$ cat config.mk
export PLATFORM = sky130hd
export DESIGN_NAME = tlb2_front
export DESIGN_NICKNAME = d
export VERILOG_FILES = /design/src/design/tlb2_pkg.sv /design/src/design/tlb2_front.sv
export SDC_FILE = /design/constraint.sdc
export NUM_CORES = 1
export LEC_CHECK = 0
export BUFFER_PORTS_ARGS = -buffer_cell sky130_fd_sc_hd__buf_2
export CAP_MARGIN = 20
export CELL_PAD_IN_SITES_DETAIL_PLACEMENT = 0
export CELL_PAD_IN_SITES_GLOBAL_PLACEMENT = 2
export CORE_MARGIN = 5
export CORE_UTILIZATION = 40
export CTS_CLUSTER_DIAMETER = 30
export DETAILED_ROUTE_END_ITERATION = 8
export GPL_ROUTABILITY_DRIVEN = 0
export PLACE_DENSITY_LB_ADDON = 0.1
export SYNTH_ARGS = -nofsm -noshare
export SYNTH_HDL_FRONTEND = slang
export SYNTH_SLANG_ARGS = --single-unit
$ cat constraint.sdc
create_clock -name clk -period 9.95 [get_ports clk]
set_input_delay 1.99 -clock clk [delete_from_list [all_inputs] [get_ports clk]]
set_output_delay 1.99 -clock clk [all_outputs]
set_load 0.005 [all_outputs]
$ cat src/design/tlb2_pkg.sv
// Shared types and codes for the two-level TLB.
package tlb2_pkg;

  localparam int ModeW    = 2;
  localparam int OffsetW  = 12;
  localparam int VpageW   = 36;
  localparam int PageW    = 32;
  localparam int OutcomeW = 2;

  typedef enum logic [1:0] {
    MODE_LOOKUP = 2'd0,
    MODE_FILL   = 2'd1,
    MODE_FLUSH  = 2'd2,
    MODE_NONE   = 2'd3
  } mode_t;

  typedef enum logic [1:0] {
    TGT_INST   = 2'd0,
    TGT_DATA   = 2'd1,
    TGT_SHARED = 2'd2,
    TGT_NONE   = 2'd3
  } target_t;

  typedef enum logic [1:0] {
    OUT_L1_HIT = 2'd0,
    OUT_L2_HIT = 2'd1,
    OUT_MISS   = 2'd2,
    OUT_DONE   = 2'd3
  } outcome_t;

  // Back end: read the L2 line, then apply the item.
  typedef enum logic {
    BK_IDLE = 1'b0,
    BK_EXEC = 1'b1
  } back_state_t;

  // One queued request between front and back.
  typedef struct packed {
    mode_t                mode;
    logic                 is_data;
    logic [VpageW-1:0]    vpage;
    logic [OffsetW-1:0]   offset;
    logic [PageW-1:0]     walked;
    target_t              target;
  } req_t;

  localparam int ReqW = $bits(req_t);

endpackage

$ cat src/design/tlb2_front.sv
// Front end: accepts items and holds them in a small queue for the back end.
module tlb2_front
  import tlb2_pkg::*;
#(
  parameter int Depth = 2
) (
  input  logic clk,
  input  logic rst_n,
  input  logic push,
  input  req_t push_req,
  output logic full,
  output logic req_valid,
  output req_t req,
  input  logic req_take
);

  localparam int PtrW = (Depth > 1) ? $clog2(Depth) : 1;

  req_t              q_r [Depth];
  logic [PtrW-1:0]   wp_r, wp_nxt, rp_r, rp_nxt;
  logic [PtrW:0]     cnt_r, cnt_nxt;
  logic              do_push, do_pop;

  assign full      = (cnt_r == (PtrW+1)'(Depth));
  assign req_valid = (cnt_r != '0);
  assign req       = q_r[rp_r];
  assign do_push   = push && !full;
  assign do_pop    = req_take && req_valid;

  always_comb begin
    wp_nxt  = wp_r;
    rp_nxt  = rp_r;
    cnt_nxt = cnt_r;
    if (do_push) wp_nxt = (wp_r == PtrW'(Depth-1)) ? '0 : wp_r + 1'b1;
    if (do_pop)  rp_nxt = (rp_r == PtrW'(Depth-1)) ? '0 : rp_r + 1'b1;
    if (do_push && !do_pop) cnt_nxt = cnt_r + 1'b1;
    else if (!do_push && do_pop) cnt_nxt = cnt_r - 1'b1;
  end

  always_ff @(posedge clk) begin
    if (!rst_n) begin
      wp_r  <= '0;
      rp_r  <= '0;
      cnt_r <= '0;
    end else begin
      wp_r  <= wp_nxt;
      rp_r  <= rp_nxt;
      cnt_r <= cnt_nxt;
    end
  end

  always_ff @(posedge clk) begin
    if (do_push) q_r[wp_r] <= push_req;
  end

  a_cnt_bound: assert property (@(posedge clk) disable iff (!rst_n)
    cnt_r <= (PtrW+1)'(Depth)) else $error("queue count overflow");
  a_no_pop_empty: assert property (@(posedge clk) disable iff (!rst_n)
    (cnt_r == '0) |-> !do_pop) else $error("pop from empty queue");
  a_cnt_step: assert property (@(posedge clk) disable iff (!rst_n)
    (do_push && !do_pop) |=> (cnt_r == $past(cnt_r) + 1'b1))
    else $error("count did not follow push");

endmodule

==> results of run 1 <==
[worst min-delay path, cell delays in order, from the launching register on]
cell      delay (ns)
dfxtp_1         0.34
o21ai_0         0.08
a21boi_1        0.06
[metrics by stage]
| step | utilization (%) | setup WS (ns) |
|---|---|---|
| floorplan | - | 4.06 |
| global placement | 47.5 | 5.99 |
| detailed placement | 47.5 | 5.98 |
| CTS | 50.9 | 5.51 |
| global route | 50.9 | 5.45 |
| finish | 50.9 | 5.62 |
[layout make-up]
cell class,count,area [um2]
repair buffers,179,906
inverters,2,7.51
clock inverters,10,97.6
clock buffers,20,437
flip-flops and latches,175,5210
fillers,1373,7750
multi-input cells,103,1100
well taps,216,270
[cells in the mapped netlist (2+ instances only)]
cell type,number
buf_6,5
mux2_1,50
and2_1,3
edfxtp_1,170
buf_2,3
dfxtp_1,5
mux2_2,35
xnor2_1,2
[cell families after synthesis]
| group | Yosys count |
|---|---|
| xor+xnor | 3 |
| buf+inv | 11 |
| mux | 85 |
| simple gates | 9 |
| compound gates | 5 |
| flops | 175 |
| fa+ha+maj | 1 |
[state kept, by name, indices dropped and copies added, names as in the netlist, named ones only]
register / flops
q_r: 170
wp_r: 1
cnt_r: 2
rp_r: 1
[power breakdown]
| group | switching [W] | leakage (nW) | internal [W] | total [W] |
|---|---|---|---|---|
| logic | 0.000200 | 1.10 | 0.000203 | 0.000404 |
| clock network | 0.000250 | 0.259 | 0.000361 | 0.000611 |
| registers | 0.0000472 | 1.63 | 0.000927 | 0.000975 |
| total | 0.000497 | 2.99 | 0.00149 | 0.00199 |
[layer usage]
metal | up-vias | global-route usage (%) | part of all wire [%]
met2 | 108 | 20.6 | 48
met5 | - | 0 | 0.11
li1 | 1522 | - | -
met1 | 1570 | 16.3 | 41
met4 | 2 | 6.49 | 2.1
met3 | 24 | 5.70 | 8.1
[worst min path at each step]
stage                                startpoint               endpoint  slack (ns)  cells past startpoint
after floorplan           cnt_r[1]$_SDFFE_PN0P_  cnt_r[1]$_SDFFE_PN0P_        0.48                      2
after global placement    cnt_r[1]$_SDFFE_PN0P_  cnt_r[1]$_SDFFE_PN0P_        0.50                      2
after detailed placement  cnt_r[1]$_SDFFE_PN0P_  cnt_r[1]$_SDFFE_PN0P_        0.51                      2
after CTS                 cnt_r[1]$_SDFFE_PN0P_  cnt_r[1]$_SDFFE_PN0P_        0.53                      2
after global routing      cnt_r[1]$_SDFFE_PN0P_  cnt_r[1]$_SDFFE_PN0P_        0.56                      2
final                     cnt_r[1]$_SDFFE_PN0P_  cnt_r[1]$_SDFFE_PN0P_        0.52                      2
==> results.json, run 1 <==
{
  "status": "finished, final reports clean",
  "diodes": 0,
  "wl_per_cell_um": 17.4,
  "setup.worst_path.end": "req[13]",
  "htree_levels": 4,
  "path_buf_inv": 2,
  "rows": 46,
  "synth_top_family_by_area": "multiplexers",
  "period_share_pct": 43.5,
  "end_kind": "output port",
  "syn-num-nets": 379,
  "ff2ff_setup_slack_ns": 7.70,
  "seq_area_frac_synth_pct": 81.6,
  "yosys.area_share.simple_pct": 0.902,
  "ir_drop_mv": 0.129,
  "clk_latency_ns": 0.42,
  "synth_flop_cell": "edfxtp_1",
  "path_max_fanout": 43,
  "grt_usage_pct": 13.4,
  "synth_cells": 289,
  "layout.nets": 568,
  "synth_compound_area_share_pct": 0.510,
  "hold_violations": 0,
  "hold_ws_ns": 0.522,
  "layout_min_cycle_time_ns": 4.33,
  "relSlewSlack_pct": 53.0,
  "drt_iter0_markers": 182,
  "synth.distinct_cells": 24,
  "layout_common_cells": "buf_2 (175), edfxtp_1 (170), mux2_1 (50)",
  "grt_pass1_vias": 3363,
  "grt_first_pass_wirelength_um": 18200,
  "synth_edf_count": 170,
  "synth.largest_area_cell": "edfxtp_1",
  "start_util_pct": 40.4,
  "numCtsBuffers": 17,
  "core-area_um2": 15800,
  "critPathSlowestCell": "dfxtp_4",
  "hp-class": "reg2reg",
  "crit_path_cell_trace": "buf_4 > mux2_1 > buf_2",
  "worst_clock_skew_ns": 0.00562,
  "cts_tree": "built",
  "drc": 0,
  "avgSynthCellArea_um2": 22.1,
  "design_area_um2": 8020,
  "die_h_um": 136,
  "tns_ns": 0,
  "p_total_w": 0.00199,
  "synthesis.area_um2": 6380,
  "start_kind": "flop",
  "synth_mux_area_share_pct": 15.0,
  "worstPathRequired_ns": 7.96,
  "final_cells": 705,
  "dp_hpwl_um": 7980,
  "drv_cap": 0,
  "fp.dieW_um": 136,
  "port_buffers": 175,
  "synth_warnings": 0,
  "ctsHoldBuffers": 0,
  "viasPerCell": 4.58,
  "rsz0062_at_grt": "false",
  "leakagePower_nw": 2.99,
  "critPathTopFamily": "buffers and inverters",
  "gr-total-overflow": 0,
  "max_stage_delay_ns": 0.74,
  "synthAdderAreaFrac_pct": 0.196,
  "cts_resized": 0,
  "rr_worst_depth": 3,
  "grt_max_degree": 52,
  "post-cts-setup-buffer-count": 0,
  "clock_path_buffers": 2,
  "drt-total-wl_um": 12300,
  "slew_viol_final": 0,
  "mostFrequentLayoutCell": "buf_2",
  "crit_type": "reg2out",
  "max_freq_ghz": 0.231,
  "cts.sinks": 175,
  "drive_gt1_share_pct": 49.5,
  "dpl_cell_area_um2": 7490,
  "first_pass_iters": 4,
  "path_depth": 3,
  "cp.arrival_ns": 2.34,
  "syn_to_final_growth_pct": 25.8,
  "worst_pin_slew_ns": 0.706,
  "drtAntennaViolNets": 0,
  "netlist_top_cells_area": "edfxtp_1 (80%), mux2_1 (8.8%), mux2_2 (6.2%)",
  "ioPinCount": 176,
  "r2r_end": "q_r[1][30]$_DFFE_PP_",
  "synth_xor_area_share_pct": 0.412,
  "die_area_um2": 18600,
  "ys_ff_latch": 175,
  "synth_top_area_share_pct": 80.0,
  "powerDensity_nw_per_um2": 248,
  "cts-root-buf": "clkbuf_16",
  "antenna_found_initial": 1,
  "ys_async_sr_fraction_pct": 0,
  "dp.cells": 675,
  "worstReg2RegStart": "cnt_r[0]$_SDFFE_PN0P_",
  "finalSetupViolCount": 0,
  "vias": 3226,
  "clk_pin_slew_ns": 0.06
}
(Power assumes the default switching activity.)
==> run 2: changes to the inputs <==
--- a/config.mk
+++ b/config.mk
@@ -10,7 +10,7 @@
 export CELL_PAD_IN_SITES_DETAIL_PLACEMENT = 0
 export CELL_PAD_IN_SITES_GLOBAL_PLACEMENT = 2
 export CORE_MARGIN = 5
-export CORE_UTILIZATION = 40
+export CORE_UTILIZATION = 38
 export CTS_CLUSTER_DIAMETER = 30
 export DETAILED_ROUTE_END_ITERATION = 8
 export GPL_ROUTABILITY_DRIVEN = 0
==> constraint.sdc (replaced) <==
create_clock -name clk -period 4.4 [get_ports clk]
set_input_delay 0.88 -clock clk [delete_from_list [all_inputs] [get_ports clk]]
set_output_delay 0.88 -clock clk [all_outputs]
set_load 0.005 [all_outputs]
==> run 2 against run 1 <==
Against the previous run: worst setup slack got worse by 4.1 ns; routed wire length down 0.37%; via count fell by 0.25%; highest routed layer unchanged; clock skew up 0.0054 ns; first-iteration DRC count fell by 27%; sequential cell count did not move.
==> results.json, run 2 (synthesis results as in run 1) <==
{
  "status": "finished, final reports clean",
  "diodes": 0,
  "start_kind": "flop",
  "mostFrequentLayoutCell": "buf_2",
  "dp.cells": 680,
  "drtAntennaViolNets": 0,
  "internal_power_w": 0.00345,
  "nFillCells": 1455,
  "final_cells": 711,
  "post-cts-setup-buffer-count": 0,
  "slew_viol_final": 0,
  "htree_levels": 4,
  "max_freq_ghz": 0.348,
  "design_area_um2": 8090,
  "grt_first_pass_wirelength_um": 19000,
  "reg_top3": "q_r x170, cnt_r x2",
  "numCtsBuffers": 17,
  "dpl_cell_area_um2": 7510,
  "worstPathRequired_ns": 3.52,
  "drv_cap": 0,
  "antenna_found_initial": 3,
  "pwr-share-clk_pct": 31.7,
  "hold_violations": 0,
  "tns_ns": 0,
  "vias": 3218,
  "first_pass_iters": 4,
  "finalSetupViolCount": 0,
  "drc": 0,
  "pwr-share-seq_pct": 48.0,
  "ir_drop_mv": 0.413,
  "wl_per_cell_um": 17.2,
  "drt_iter0_markers": 133,
  "path_max_fanout": 49,
  "rsz0062_at_grt": "false",
  "grt_usage_pct": 12.6,
  "top_register": "q_r",
  "worst_pin_slew_ns": 1.01,
  "layout_common_cells": "buf_2 (175), edfxtp_1 (170), mux2_1 (50)",
  "clk_latency_ns": 0.41,
  "crit_type": "reg2out",
  "powerDensity_nw_per_um2": 566,
  "cts_tree": "built",
  "clock_path_buffers": 2,
  "dp_hpwl_um": 8080,
  "switching_share_pct": 24.7,
  "port_buffers": 175,
  "r2r_end": "q_r[1][15]$_DFFE_PP_",
  "leakagePower_nw": 3.02,
  "ioPinCount": 176,
  "syn_to_final_growth_pct": 26.9,
  "worst_clock_skew_ns": 0.0110,
  "worstReg2RegStart": "cnt_r[0]$_SDFFE_PN0P_",
  "period_share_pct": 65.3,
  "rr_worst_depth": 3,
  "crit_path_cell_trace": "buf_12 > mux2_2 > buf_2",
  "rows": 47,
  "cts.sinks": 175,
  "die_area_um2": 19500,
  "grt_max_degree": 70,
  "core-area_um2": 16500,
  "p_total_w": 0.00458,
  "ff2ff_setup_slack_ns": 2.24,
  "layout_min_cycle_time_ns": 2.87,
  "hold_end": "cnt_r[1]$_SDFFE_PN0P_",
  "hp-start": "cnt_r[1]$_SDFFE_PN0P_",
  "hp-class": "reg2reg",
  "largest_register_ff_count": 170,
  "grt_pass1_vias": 3553,
  "cp.arrival_ns": 1.99,
  "clk_pin_slew_ns": 0.06,
  "drt-total-wl_um": 12200,
  "die_h_um": 140,
  "switchingPower_w": 0.00113,
  "gr-total-overflow": 0,
  "start_util_pct": 38.6,
  "relSlewSlack_pct": 32.4,
  "max_stage_delay_ns": 0.69,
  "fp.dieW_um": 140,
  "cts-root-buf": "clkbuf_16",
  "holdPathStages": 2,
  "ctsHoldBuffers": 0,
  "pwr-share-comb_pct": 20.3,
  "viasPerCell": 4.53,
  "critPathSlowestCell": "dfxtp_4",
  "layout.nets": 569,
  "end_kind": "output port",
  "drive_gt1_share_pct": 50.1,
  "cts_resized": 0
}
[run 2: changes by cell type in the layout (fill, tap and decap cells not counted), sizes merged]
cell      previous run  this run
clkbuf              20        18
clkinv               7         9
buf                179       180
bufinv               2         3
clkinvlp             1         0
inv                  2         3
[run 2: how the worst max path moves through the flow]
stage / startpoint / endpoint / slack, ns / cells past startpoint
6_report: flop / req[62] / 1.53 / 3
5_1_grt: flop / req[62] / 1.39 / 3
4_1_cts: flop / req[62] / 1.43 / 3
3_5_place_dp: push / q_r[1][34]$_DFFE_PP_ / 1.82 / 3
3_3_place_gp: push / q_r[1][38]$_DFFE_PP_ / 1.86 / 3
2_1_floorplan: push / q_r[0][0]$_DFFE_PP_ / 0.96 / 2
[run 2: final cells by class]
| cell class | instances | area (um2) | area share (%) |
|---|---|---|---|
| Tap cell | 220 | 275 | 3.40 |
| Timing Repair Buffer | 180 | 926 | 11.4 |
| Multi-Input combinational cell | 103 | 1100 | 13.6 |
| Inverter | 2 | 7.51 | 0.0928 |
| Clock inverter | 13 | 146 | 1.81 |
| Sequential cell | 175 | 5210 | 64.4 |
| Clock buffer | 18 | 429 | 5.30 |
[run 2: critical path: cells and delay by family (launching register included)]
| kind | cells | cell delay (ns) |
|---|---|---|
| flops | 1 | 0.69 |
| buf+inv | 2 | 0.46 |
| mux | 1 | 0.39 |
[run 2: metrics by stage]
stage | setup slack [ns] | hold slack, ns | util [%]
2_1_floorplan | 0.957 | 0.479 | -
4_1_cts | 1.43 | 0.564 | 49.0
3_5_place_dp | 1.82 | 0.561 | 45.5
6_report | 1.53 | 0.552 | 49.0
5_1_grt | 1.39 | 0.595 | 49.0
3_3_place_gp | 1.86 | 0.504 | 45.5
[run 2: power groups by stage]
| stage | registers (W) | clock network, W | logic [W] |
|---|---|---|---|
| detailed placement | 0.00224 | 0 | 0.000966 |
| floorplan | 0.00218 | 0 | 0.000589 |
| global placement | 0.00223 | 0 | 0.000958 |
| finish | 0.00220 | 0.00145 | 0.000932 |
| CTS | 0.00221 | 0.00149 | 0.000974 |
| global route | 0.00222 | 0.00156 | 0.00103 |
[run 2: per-layer routing]
metal | global-route usage [%] | wire length, um | vias up
met5 | 0 | 39 | -
met4 | 3.37 | 98 | 6
met3 | 6.21 | 1030 | 14
met2 | 21.6 | 6340 | 101
met1 | 14.1 | 4730 | 1575
li1 | - | - | 1522
